[src/msa_pkg.sv]
// Package for the mesh surface area unit: queue depth and back-part state type.
// No dependencies.
`timescale 1ns / 1ps

package msa_pkg;

    localparam int QUEUE_DEPTH = 2;

    // back part: take, square, root steps, accumulate
    typedef enum logic [1:0]
    {
        BK_IDLE,
        BK_SQ,
        BK_ROOT,
        BK_ACC
    } back_state_t;

endpackage

[src/msa_back.sv]
// Back part: squares the determinants, runs a bit-serial floor square root
// and accumulates with saturation; emits the total on the last triangle.
// Depends on msa_pkg.
`timescale 1ns / 1ps

module msa_back #(
    parameter int COORD_BITS = 16,
    parameter int ACC_BITS   = 56
) (
    input  logic                    clk,
    input  logic                    rst_n,
    input  logic                    in_valid,
    output logic                    in_ready,
    input  logic [2*COORD_BITS+1:0] in_d1,
    input  logic [2*COORD_BITS+1:0] in_d2,
    input  logic [2*COORD_BITS+1:0] in_d3,
    input  logic                    in_last,
    output logic                    out_valid,
    input  logic                    out_ready,
    output logic [ACC_BITS-1:0]     out_total,
    output logic                    out_sat
);
    localparam int AW = 2 * COORD_BITS + 2;   // determinant width
    localparam int HW = AW / 2;               // half of a determinant
    localparam int SW = 2 * AW + 2;           // sum of squares width
    localparam int RW = AW + 1;               // root width
    localparam int CW = $clog2(RW);
    localparam int XW = ((ACC_BITS > RW) ? ACC_BITS : RW) + 1;

    localparam logic [SW-1:0]       TOP_BIT = SW'(1) << (2 * (RW - 1));
    localparam logic [ACC_BITS-1:0] ACC_MAX = '1;

    msa_pkg::back_state_t st_reg, st_next;
    logic [AW-1:0]       d_reg [3];
    logic [1:0]          sq_idx_reg;
    logic                last_reg;
    logic [SW-1:0]       rem_reg;
    logic [SW-1:0]       res_reg;
    logic [SW-1:0]       bit_reg;
    logic [CW-1:0]       cnt_reg;
    logic [ACC_BITS-1:0] acc_reg;
    logic                sat_reg;
    logic                out_valid_reg, out_valid_next;
    logic [ACC_BITS-1:0] out_total_reg;
    logic                out_sat_reg;

    logic [AW-1:0]       d_cur;
    logic [HW-1:0]       d_hi, d_lo;
    logic [2*HW-1:0]     pp_hh, pp_hl, pp_ll;
    logic [SW-1:0]       sq_cur;
    logic [SW-1:0]       trial;
    logic [XW-1:0]       acc_sum;
    logic                clip;
    logic [ACC_BITS-1:0] acc_new;
    logic                sat_new;
    logic                take, fin, emit;

    always_comb
    begin
        case (sq_idx_reg)
            2'd0:    d_cur = d_reg[0];
            2'd1:    d_cur = d_reg[1];
            default: d_cur = d_reg[2];
        endcase
    end

    // square one determinant per cycle from half-width products
    assign d_hi   = d_cur[AW-1:HW];
    assign d_lo   = d_cur[HW-1:0];
    assign pp_hh  = (2*HW)'(d_hi) * (2*HW)'(d_hi);
    assign pp_hl  = (2*HW)'(d_hi) * (2*HW)'(d_lo);
    assign pp_ll  = (2*HW)'(d_lo) * (2*HW)'(d_lo);
    assign sq_cur = (SW'(pp_hh) << (2 * HW)) + (SW'(pp_hl) << (HW + 1)) + SW'(pp_ll);

    assign trial   = res_reg + bit_reg;
    assign acc_sum = XW'(acc_reg) + XW'(res_reg[RW-1:0]);
    assign clip    = acc_sum > XW'(ACC_MAX);
    assign acc_new = clip ? ACC_MAX : acc_sum[ACC_BITS-1:0];
    assign sat_new = sat_reg | clip;

    assign in_ready       = st_reg == msa_pkg::BK_IDLE;
    assign emit           = fin && last_reg;
    assign out_valid_next = emit || (out_valid_reg && !out_ready);

    assign out_valid = out_valid_reg;
    assign out_total = out_total_reg;
    assign out_sat   = out_sat_reg;

    always_comb
    begin
        st_next = st_reg;
        take    = 1'b0;
        fin     = 1'b0;
        unique case (st_reg)
            msa_pkg::BK_IDLE:
            begin
                take = in_valid;
                if (in_valid)
                begin
                    st_next = msa_pkg::BK_SQ;
                end
            end
            msa_pkg::BK_SQ:
            begin
                if (sq_idx_reg == 2'd2)
                begin
                    st_next = msa_pkg::BK_ROOT;
                end
            end
            msa_pkg::BK_ROOT:
            begin
                if (cnt_reg == CW'(RW - 1))
                begin
                    st_next = msa_pkg::BK_ACC;
                end
            end
            msa_pkg::BK_ACC:
            begin
                // hold a new total while the previous one still waits
                if (!(last_reg && out_valid_reg && !out_ready))
                begin
                    fin     = 1'b1;
                    st_next = msa_pkg::BK_IDLE;
                end
            end
            default: st_next = msa_pkg::BK_IDLE;
        endcase
    end

    always_ff @(posedge clk or negedge rst_n)
    begin
        if (!rst_n)
        begin
            st_reg        <= msa_pkg::BK_IDLE;
            out_valid_reg <= 1'b0;
            out_total_reg <= '0;
            out_sat_reg   <= 1'b0;
            acc_reg       <= '0;
            sat_reg       <= 1'b0;
        end
        else
        begin
            st_reg        <= st_next;
            out_valid_reg <= out_valid_next;
            if (fin)
            begin
                if (last_reg)
                begin
                    out_total_reg <= acc_new;
                    out_sat_reg   <= sat_new;
                    acc_reg       <= '0;
                    sat_reg       <= 1'b0;
                end
                else
                begin
                    acc_reg <= acc_new;
                    sat_reg <= sat_new;
                end
            end
        end
    end

    // root steps run RW times, one result bit each
    always_ff @(posedge clk)
    begin
        unique case (st_reg)
            msa_pkg::BK_IDLE:
            begin
                if (take)
                begin
                    d_reg[0]   <= in_d1;
                    d_reg[1]   <= in_d2;
                    d_reg[2]   <= in_d3;
                    last_reg   <= in_last;
                    rem_reg    <= '0;
                    sq_idx_reg <= '0;
                    res_reg    <= '0;
                    bit_reg    <= TOP_BIT;
                    cnt_reg    <= '0;
                end
            end
            msa_pkg::BK_SQ:
            begin
                rem_reg    <= rem_reg + sq_cur;
                sq_idx_reg <= sq_idx_reg + 2'd1;
            end
            msa_pkg::BK_ROOT:
            begin
                if (rem_reg >= trial)
                begin
                    rem_reg <= rem_reg - trial;
                    res_reg <= (res_reg >> 1) + bit_reg;
                end
                else
                begin
                    res_reg <= res_reg >> 1;
                end
                bit_reg <= bit_reg >> 2;
                cnt_reg <= cnt_reg + 1'b1;
            end
            default: ;
        endcase
    end

endmodule

[config.mk]
export PLATFORM = sky130hd
export DESIGN_NAME = msa_back
export DESIGN_NICKNAME = d
export VERILOG_FILES = /design/src/msa_pkg.sv /design/src/msa_back.sv
export SDC_FILE = /design/constraint.sdc
export NUM_CORES = 2
export LEC_CHECK = 0
export BUFFER_PORTS_ARGS = -buffer_cell sky130_fd_sc_hd__buf_2
export CORE_MARGIN = 8
export CORE_UTILIZATION = 45
export CTS_BUF_LIST = sky130_fd_sc_hd__clkbuf_8
export DETAILED_ROUTE_END_ITERATION = 10
export GPL_ROUTABILITY_DRIVEN = 0
export PLACE_DENSITY = 0.61
export SLEW_MARGIN = 20
export SYNTH_ARGS = -nofsm -noshare
export SYNTH_HDL_FRONTEND = slang
export SYNTH_SLANG_ARGS = --single-unit
[constraint.sdc]
create_clock -name clk -period 24 [get_ports clk]
set_input_delay 6 -clock clk [delete_from_list [all_inputs] [get_ports clk]]
set_output_delay 6 -clock clk [all_outputs]
set_load 0.03 [all_outputs]
==> flow_summary_export.csv <==
group,metric,value,unit
run_status,status,"finished clean",
synth,syn_area,57700,µm²
floorplanning,initial_core_util,45.3,%
floorplanning,die_w,374,µm
synth,muxShareOfSynthArea,0.0195,%
critical_path,slowest_delay,0.64,ns
synth,synth_compound_area_share,13.9,%
critical_path,crit_top_cell,"fa_1",
synth,synth_area_leaders,"fa_1 (23%), ha_1 (15%), edfxtp_1 (15%)",
sta,fin_crit,12.71,ns
global_route,grt_pass1_wl,252,mm
finish,largest_reg_flops,102,
sta,fmax,78.7,MHz
detailed_routing,drt_first_iter_violations,2985,
synth,ys_ff_latch,403,
synth,synth_most_common_cell,"inv_1",
floorplanning,io_pins,166,
clock_tree,post_cts_resized,0,
worst_hold_path,hp-class,"register to register",
sta,hold_viol,0,
global_route,antenna_found_initial,6,
global_route,grt_max_degree,79,
synth,synth-simple-area-share,13.2,%
detailed_routing,detail_route.wl_per_cell,19.0,µm
synth,yosysSeqAreaShare,19.9,%
floorplanning,row_count,131,
detailed_routing,drc_errors,0,
worst_hold_path,hold_start,"out_total[21]$_DFFE_PN0P_",
synth,synth_top_family_by_area,"adder cells",
floorplanning,die_h,374,µm
critical_path,arrival,13.30,ns
detailed_routing,drt-total-wl,155,mm
sta,relSlewSlack,15.1,%
clock_tree,cts_tree,"done",
critical_path,endpoint_kind,"register",
finish,syn_to_final_growth,6.80,%
global_route,grt_pass1_vias,46200,
synth,yosys.area_share.xor_xnor,5.73,%
critical_path,cpLargestDelayFamily,"adder cells",
synth,synth_fa_ha_area_share,38.8,%
detailed_routing,first_pass_iters,6,
critical_path,regToRegSetupSlack,11.29,ns
synth,synth_edf_count,286,
critical_path,crit_type,"register to register",
synth,yosys-top-cells-count,"inv_1 (1035), ha_1 (707), fa_1 (676), nand2_1 (662), nor2_1 (553)",
synth,synth_largest_area_cell,"fa_1",
critical_path,crit_fanout,35,
sta,tns,0,ns
detailed_routing,vias_per_cell,5.50,
sta,fin_skew,0.0722,ns
sta,tightest_slew,1.26,ns
detailed_routing,route.vias.total,45100,
clock_tree,cts_max_level,3,
critical_path,reg2reg_from,"sq_idx_reg[0]$_SDFFCE_PN0P_",
clock_tree,cts-hold-fix-buffers,0,
clock_tree,clockBufferDepth,3,
synth,yosys.cell_types.count,89,
floorplanning,core,128000,µm²
synth,synth_cells,6412,
global_route,grt_use_total,22.2,%
sta,finalMaxSlewViolations,0,
critical_path,crit_path_start_kind,"register",
sta,setup_viol,0,
finish,fin_nets,7961,
sta,rsz0062_at_grt,"false",
synth,synth_nets,7902,
finish,drive_gt1_share,6.23,%
clock_tree,cts.sinks,403,
placed_design,place_hpwl,122,mm
critical_path,cp_slowest_cell,"clkinv_1",
critical_path,cp.buffers_inverters,10,
floorplanning,dieArea,140000,µm²
synth,synth_ff_type,"edfxtp_1",
job,maxCapViolations,0,
synth,async_flop_share,29.0,%
clock_tree,post-cts-setup-buffers,0,
placed_design,io_buffers,165,
clock_tree,clk_latency,0.79,ns
synth,syn_area_per_cell,9.01,µm²
clock_tree,root_buffer,"clkbuf_8",
sta,min_period_over_period,53.0,%
synth,synth.top_cell.area_share,23.4,%
detailed_routing,final_antenna_net_count,0,
critical_path,crit_path_start,"sq_idx_reg[0]$_SDFFCE_PN0P_",
synth,yosysWarnings,0,
clock_tree,numCtsBuffers,73,
critical_path,worstPathRequired,24.59,ns
global_route,grt-ovfl-total,0,
clock_tree,cts.clk_slew.worst_paths,0.06,ns
-- tightest hold or removal path, cell delays in order, from the launching register on --
cell	delay, ns
dfrtp_1	0.34
nand2_1	0.04
o21ai_0	0.06
-- routing by layer --
layer,track usage [%],share of wire (%),wire length (µm),vias to the layer above
met5,0,0.0045,7,-
met4,7.25,3.6,5540,2
li1,-,-,-,21500
met2,34.0,43,66800,1450
met3,4.52,7.5,11600,285
met1,31.4,46,71400,21900
-- final timing paths --
| check | to | cells past startpoint |
|---|---|---|
| max | rem_reg[67]$_DFFE_PP_ | 45 |
| min reg2reg | out_total[21]$_DFFE_PN0P_ | 2 |
| max in group asynchronous | out_total[4]$_DFFE_PN0P_ | 2 |
| min in group asynchronous | out_total[48]$_DFFE_PN0P_ | 1 |
| min | out_total[21]$_DFFE_PN0P_ | 2 |
| max reg2reg | rem_reg[67]$_DFFE_PP_ | 45 |
-- per-stage QoR --
stage | area [µm²] | utilization, % | setup WS [ns] | hold slack, ns | instances
6_report | 61700 | 48.4 | 11.29 | 0.479 | 8195
5_1_grt | 61700 | 48.4 | 10.41 | 0.498 | 8194
4_1_cts | 61700 | 48.4 | 11.27 | 0.486 | 8190
3_5_place_dp | 60300 | 47.3 | 11.29 | 0.469 | 8058
3_3_place_gp | 60300 | 47.3 | 11.49 | 0.460 | 8058
2_1_floorplan | 57700 | - | 12.16 | 0.453 | 6412
-- final cells by class --
cell class	instances	area, µm²
multi-input combinational	4715	41400
fill	12200	65800
inverter	1047	3930
clock buffer	80	1100
timing repair buffer	231	1320
clock inverter	52	275
antenna	5	12.5
sequential	403	11500
tap	1662	2080
-- cell usage in the layout (no fill, tap or decap), drive strengths merged, types with 73 or more instances in the layout --
cell,n
dfrtp,117
edfxtp,286
a21o,149
buf,231
ha,707
fa,676
nor2b,80
nor2,553
a21oi,345
and2,73
clkbuf,80
nand2,662
a31oi,82
o21ai,249
xnor2,218
inv,1065
xor2,160
-- cells by family (layout without fill, tap and decap cells) --
group	after synthesis	count (layout)
xor+xnor	378	378
mux	1	1
flops	403	403
simple gates	1709	1709
compound gates	1244	1244
fa+ha+maj	1383	1383
buf+inv	1294	1410
other cells	0	5
Power is not shown: default switching activity piles up to over one toggle a cycle in this logic, so the estimate is an artifact.
