===== src/msa_pkg.sv =====
// Package for the mesh surface area unit: queue depth and back-part state type.
// No dependencies.
`timescale 1ns / 1ps

package msa_pkg;

    localparam int QUEUE_DEPTH = 2;

    // back part: take, square, root steps, accumulate
    typedef enum logic [1:0]
    {
        BK_IDLE,
        BK_SQ,
        BK_ROOT,
        BK_ACC
    } back_state_t;

endpackage


===== src/msa_queue.sv =====
// Short queue between front and back parts, holding determinant entries.
// Depends on msa_pkg.
`timescale 1ns / 1ps

module msa_queue #(
    parameter int WIDTH = 8
) (
    input  logic             clk,
    input  logic             rst_n,
    input  logic             in_valid,
    output logic             in_ready,
    input  logic [WIDTH-1:0] in_data,
    output logic             out_valid,
    input  logic             out_ready,
    output logic [WIDTH-1:0] out_data
);
    localparam int D  = msa_pkg::QUEUE_DEPTH;
    localparam int PB = $clog2(D);

    logic [WIDTH-1:0] mem [D];
    logic [PB-1:0]    wr_reg, rd_reg;
    logic [PB:0]      cnt_reg;
    logic             push, pop;

    assign in_ready  = cnt_reg != (PB+1)'(D);
    assign out_valid = cnt_reg != '0;
    assign push      = in_valid && in_ready;
    assign pop       = out_valid && out_ready;
    assign out_data  = mem[rd_reg];

    always_ff @(posedge clk or negedge rst_n)
    begin
        if (!rst_n)
        begin
            wr_reg  <= '0;
            rd_reg  <= '0;
            cnt_reg <= '0;
        end
        else
        begin
            if (push)
            begin
                wr_reg <= (wr_reg == PB'(D-1)) ? '0 : wr_reg + 1'b1;
            end
            if (pop)
            begin
                rd_reg <= (rd_reg == PB'(D-1)) ? '0 : rd_reg + 1'b1;
            end
            cnt_reg <= cnt_reg + (PB+1)'(push) - (PB+1)'(pop);
        end
    end

    always_ff @(posedge clk)
    begin
        if (push)
        begin
            mem[wr_reg] <= in_data;
        end
    end

endmodule


===== config.mk =====
export PLATFORM = sky130hd
export DESIGN_NAME = msa_queue
export DESIGN_NICKNAME = d
export VERILOG_FILES = /design/src/msa_pkg.sv /design/src/msa_queue.sv
export SDC_FILE = /design/constraint.sdc
export NUM_CORES = 1
export LEC_CHECK = 0
export BUFFER_PORTS_ARGS = -buffer_cell sky130_fd_sc_hd__buf_2
export CORE_UTILIZATION = 35
export CTS_BUF_LIST = sky130_fd_sc_hd__clkbuf_8
export DETAILED_ROUTE_END_ITERATION = 8
export GPL_TIMING_DRIVEN = 0
export HOLD_SLACK_MARGIN = 0.02
export SETUP_SLACK_MARGIN = 0.4
export SYNTH_ARGS = -nofsm -noshare
export SYNTH_HDL_FRONTEND = slang
export SYNTH_SLANG_ARGS = --single-unit

===== constraint.sdc =====
create_clock -name clk -period 1.72 [get_ports clk]
set_clock_uncertainty 0.2 [all_clocks]
set_input_delay 0.086 -clock clk [delete_from_list [all_inputs] [get_ports clk]]
set_output_delay 0.086 -clock clk [all_outputs]
set_load 0.02 [all_outputs]

==> results.py, run 1 <==
metrics = {
    "worst_setup_path": {
        "cp_data_arrival_time_ps": 1240,
        "crit_path_max_fanout": 9,
        "path_delay_family": "flip-flops",
        "cp_data_required_time_ps": 1430,
        "worstPathCellList": "buf_6 -> mux2_2 -> buf_2",
        "rr_worst_depth": 4,
        "path_class": "reg2out",
        "worstSetupEndpointType": "output port",
        "cp_slowest_cell": "dfrtp_1",
        "crit_buf_inv": 2,
        "path_depth": 3,
        "startpoint_type": "flip-flop",
        "max_stage_delay_ps": 340,
    },
    "route": {
        "drt_wl_total_mm": 1.34,
        "avgViaCountPerCell": 4.56,
        "drt-initial-drc-count": 6,
        "first_pass_iters": 3,
        "wire_per_inst_um": 11.6,
        "route.antenna.remaining_nets": 0,
        "drc": 0,
        "dr_total_vias": 529,
    },
    "logic_synthesis": {
        "yosysWarnings": 0,
        "synthFlopType": "edfxtp_1",
        "synth_cell_type_count": 17,
        "synth.most_common_cell": "edfxtp_1",
        "syn-mean-instance-area_um2": 17.2,
        "synth_edf_count": 16,
        "netlist_instances": 47,
        "yosys-top-cells-count": "edfxtp_1 (16), mux2_2 (8), dfrtp_1 (4)",
        "netlist_area_um2": 810,
        "ys_top_cells_by_area": "edfxtp_1 (59%), dfrtp_1 (12%), mux2_2 (11%)",
        "ys_ff_latch": 20,
        "async_reset_ff_frac": 0.200,
        "yosysTopAreaCell": "edfxtp_1",
        "yosys.area.top_type_share": 0.594,
        "yosysSeqAreaShare": 0.717,
        "syn-num-nets": 60,
    },
    "finish": {
        "final_area_mm2": 0.00123,
        "largest_reg_flops": 16,
        "diodes": 0,
        "fin_nets": 102,
        "drive_above_1_share": 0.568,
        "fin_util": 0.561,
        "final.fill_count": 186,
        "syn_to_final_growth_pct": 51.9,
    },
    "floorplan": {
        "rows": 17,
        "fp.dieArea_mm2": 0.00251,
        "core_area_mm2": 0.00219,
        "die_w_um": 50.1,
        "die_y_um": 50.1,
        "start_util": 0.370,
        "io_pins": 22,
    },
    "clocking": {
        "clk_pin_slew_ps": 70,
        "cts_root_buf": "clkbuf_8",
        "cts_num_sinks": 20,
        "cts_buffers": 3,
        "cts_tree": "done",
        "clkLatencyLatePin_ps": 260,
        "ctsHtreeMaxLevel": 1,
        "max-clock-path-buffers": 2,
    },
    "sta": {
        "max_freq_mhz": 656,
        "setup_viol": 0,
        "post-route-period-util": 0.886,
        "slew_viol_final": 0,
        "fin_tns_setup_ps": 0,
        "maxSlewHeadroom": 0.812,
        "period_minus_slack_ps": 1520,
        "tightest_slew_ps": 277,
        "finalHoldViolations": 0,
        "rsz0062_at_grt": "true",
    },
    "place": {
        "portBuffers": 21,
        "dp_hpwl_um": 899,
        "placed_cell_area_um2": 986,
        "gp_congestion": 0.686,
    },
    "global_routing": {
        "grt_max_degree": 13,
        "grt-ovfl-total": 0,
        "grt_pass1_vias": 499,
        "grt_first_pass_wirelength_mm": 2.13,
        "track_usage": 0.123,
        "grt_antenna_before_repair": 0,
    },
    "hold_path": {
        "hold_path_depth": 4,
        "hold_path.class": "in2reg",
    },
    "flow_run": {
        "drv_cap": 0,
    },
    "pwr": {
        "p_leak_nw": 0.492,
        "powerDensity_mw_per_mm2": 1690,
        "peakVddDrop_mv": 1.13,
    },
    "run_status": {
        "outcome": "completed",
    },
}
[per-layer routing]
layer  vias to the layer above  global-route usage  part of all wire
li1                        258                   -                 -
met5                         -                   0                 0
met1                       254               0.125              0.39
met2                        15               0.213              0.53
met3                         2              0.0463             0.055
met4                         0              0.0714             0.017
[power by group]
group	switching [W]	internal [W]	total [W]
sequential	0.0000853	0.000680	0.000766
clock	0.000161	0.000311	0.000472
combinational	0.000390	0.000447	0.000837
[area by class of cell]
class / count / area, µm² / area share
plain buffers: 1 / 11.3 / 0.00916
clock buffers: 3 / 41.3 / 0.0336
clock inverters: 1 / 30.0 / 0.0244
multi-input cells: 26 / 264 / 0.215
flip-flops and latches: 20 / 583 / 0.474
well taps: 28 / 35.0 / 0.0285
repair buffers: 37 / 265 / 0.216
[cells in the final DEF (no fill, tap or decap), types with 2 or more instances in the layout]
cell           instances
buf_6                  3
xnor2_1                3
buf_4                  5
nor2_1                 2
clkbuf_8               3
mux2_2                 8
dfrtp_1                2
buf_2                 19
dfrtp_2                2
dlygate4sd3_1         11
edfxtp_1              16
[metrics by stage]
step,total power [W],hold slack [ps],worst slack [ps],instances
6_report,0.00207,65.1,197,116
3_3_place_gp,0.00145,-304,276,96
4_1_cts,0.00204,62.6,184,115
2_1_floorplan,0.00128,-410,345,47
5_1_grt,0.00219,89.4,156,116
3_5_place_dp,0.00146,-297,277,96
[worst register-to-register path, cell delays in order (launching register included)]
cell and delay (ps):
dfrtp_2 470, nor2b_4 150, o21ba_1 160, nor2_1 90, ha_2 270
[cells by family (layout without fill, tap and decap cells)]
family,after synthesis,after routing,synth area share
AOI/OAI and AO/OA,3,3,0.0371
muxes,8,8,0.111
adders and majority gates,1,1,0.0155
buffers and inverters,1,42,0.00618
and+or+nand+nor,11,11,0.0804
xor gates and xnor gates,3,3,0.0325
DFF,20,20,0.717
[what timing repair did]
action	4_1_cts	5_1_grt
hold buffers	11	0
buffers inserted	4	1
endpoints found under the hold margin	21	0
pin swaps	4	1
gates resized for setup	6	3
setup endpoints to repair	28	28
[worst paths after layout]
path / start / to / slack, ps
setup / recovery: rd_reg / out_data[3] / 200
hold / removal: in_valid / wr_reg / 70
setup reg to reg: cnt_reg[1] / cnt_reg[0] / 280
hold reg to reg: wr_reg / wr_reg / 370
max in group asynchronous: rst_n / cnt_reg[1] / 610
min in group asynchronous: rst_n / cnt_reg[0] / 520
(Power assumes the default switching activity.)
==> inputs of run 2 (changes only) <==
- CORE_UTILIZATION: 35 -> 45
- PLACE_DENSITY: not set -> 0.7
==> results.py, run 2 (synthesis gave the netlist of run 1 again) <==
metrics = {
    "finish": {
        "drive_above_1_share": 0.593,
        "final.fill_count": 83,
        "final_cell_mix": "edfxtp_1 (16), buf_6 (12), dlygate4sd3_1 (11), buf_2 (11), mux2_4 (8)",
        "final_common_cell": "edfxtp_1",
        "diodes": 0,
        "fin_nets": 105,
        "largest_reg_flops": 16,
        "syn_to_final_growth_pct": 67.1,
    },
    "floorplan": {
        "die_y_um": 44.4,
        "core_area_mm2": 0.00159,
        "io_pins": 22,
        "start_util": 0.508,
        "die_w_um": 44.4,
        "fp.dieArea_mm2": 0.00197,
        "rows": 14,
    },
    "worst_setup_path": {
        "startpoint": "rd_reg",
        "worstPathCellList": "buf_6 -> mux2_4 -> buf_6",
        "cp_slowest_cell": "dfrtp_1",
        "rrSetupSlack_ps": 240,
        "crit_path_max_fanout": 5,
        "worstSetupEndpointType": "output port",
        "r2r_start": "cnt_reg[1]",
        "cp_data_required_time_ps": 1430,
        "cp_data_arrival_time_ps": 1240,
        "worstSetupEndpoint": "out_data[0]",
        "rr_worst_depth": 5,
        "startpoint_type": "flip-flop",
        "path_common_cell": "buf_6",
        "crit_buf_inv": 2,
        "max_stage_delay_ps": 400,
        "r2r_end": "cnt_reg[1]",
        "path_class": "reg2out",
        "path_depth": 3,
        "path_delay_family": "flip-flops",
    },
    "global_routing": {
        "track_usage": 0.167,
        "grt-ovfl-total": 0,
        "grt_pass1_vias": 520,
        "grt_first_pass_wirelength_mm": 2.21,
        "grt_antenna_before_repair": 0,
        "grt_max_degree": 13,
    },
    "sta": {
        "layout_setup_ws_ps": 191,
        "tightest_slew_ps": 393,
        "setup_viol": 0,
        "post-route-period-util": 0.889,
        "max_freq_mhz": 654,
        "fin_tns_setup_ps": 0,
        "maxSlewHeadroom": 0.735,
        "finalHoldViolations": 0,
        "rsz0062_at_grt": "true",
        "slew_viol_final": 0,
        "period_minus_slack_ps": 1530,
    },
    "hold_path": {
        "hold_path.class": "in2reg",
        "hold_path_depth": 3,
    },
    "place": {
        "portBuffers": 21,
        "pre_cts_ws_ps": 257,
        "dp_hpwl_um": 868,
        "gp_congestion": 0.776,
    },
    "route": {
        "avgViaCountPerCell": 4.77,
        "drt-initial-drc-count": 5,
        "drc": 0,
        "drt_wl_total_mm": 1.70,
        "wire_per_inst_um": 14.8,
        "first_pass_iters": 4,
        "route.antenna.remaining_nets": 0,
        "dr_total_vias": 549,
    },
    "clocking": {
        "max-clock-path-buffers": 2,
        "cts_root_buf": "clkbuf_8",
        "ctsHtreeMaxLevel": 1,
        "clk_pin_slew_ps": 70,
        "cts_tree": "done",
        "cts_buffers": 3,
        "clkLatencyLatePin_ps": 260,
        "cts_num_sinks": 20,
    },
    "pwr": {
        "peakVddDrop_mv": 1.24,
        "p_leak_nw": 0.556,
        "powerDensity_mw_per_mm2": 1760,
    },
    "flow_run": {
        "drv_cap": 0,
    },
    "run_status": {
        "outcome": "completed",
    },
}
[run 2: cell count changes in the layout (fill, tap and decap cells not counted), moves of 2 or more]
cell,previous run,this run
buf_6,3,12
buf_2,19,11
mux2_2,8,0
mux2_4,0,8
buf_4,5,7
[run 2: through the flow]
step	total power, W	utilization	cell area (µm²)	instances	hold WS (ps)
6_report	0.00238	0.849	1350	115	83.9
5_1_grt	0.00248	0.849	1350	115	124
4_1_cts	0.00202	0.754	1200	111	70.8
3_5_place_dp	0.00146	0.615	981	92	-299
3_3_place_gp	0.00145	0.615	981	92	-302
2_1_floorplan	0.00128	-	846	47	-410
[run 2: worst min-delay path by stage]
stage | start | slack, ps | to
after floorplan | rst_n | -410 | cnt_reg[0]
after global placement | rst_n | -300 | cnt_reg[0]
after detailed placement | rst_n | -300 | cnt_reg[0]
after CTS | in_valid | 70 | wr_reg
after global routing | in_valid | 120 | cnt_reg[1]
final | in_valid | 80 | cnt_reg[1]
[run 2: report_power, final]
group,internal (W),switching (W)
clock,0.000310,0.000152
sequential,0.000681,0.000105
combinational,0.000655,0.000475
[run 2: layout make-up]
| type | instances | area, µm² | area share |
|---|---|---|---|
| sequential | 20 | 583 | 0.431 |
| timing repair buffer | 40 | 342 | 0.253 |
| multi-input combinational | 26 | 315 | 0.233 |
| clock buffer | 3 | 41.3 | 0.0305 |
| clock inverter | 1 | 30.0 | 0.0222 |
| tap | 24 | 30.0 | 0.0222 |
| buffer | 1 | 11.3 | 0.00833 |
[run 2: repair_timing]
action | 4_1_cts | 5_1_grt
endpoints found under the hold margin | 21 | 0
resized for setup | 4 | 34
gates cloned | 0 | 1
hold buffers | 11 | 0
pin swaps | 4 | 2
setup endpoints to repair | 28 | 28
buffers inserted | 4 | 3
[run 2: layer usage]
layer | wire length, µm | vias up | share of wire | GRT usage
met5 | 0 | - | 0 | 0
met4 | 27 | 0 | 0.016 | 0.0727
met3 | 50 | 4 | 0.029 | 0.0367
met2 | 943 | 15 | 0.56 | 0.300
met1 | 674 | 268 | 0.40 | 0.189
li1 | - | 262 | - | -
[run 2: worst min-delay path, delay by kind of cell]
family | cells | cell delay, ps
AO/OA/AOI/OAI | 1 | 130
XOR/XNOR | 1 | 110
buffers and inverters | 1 | 190
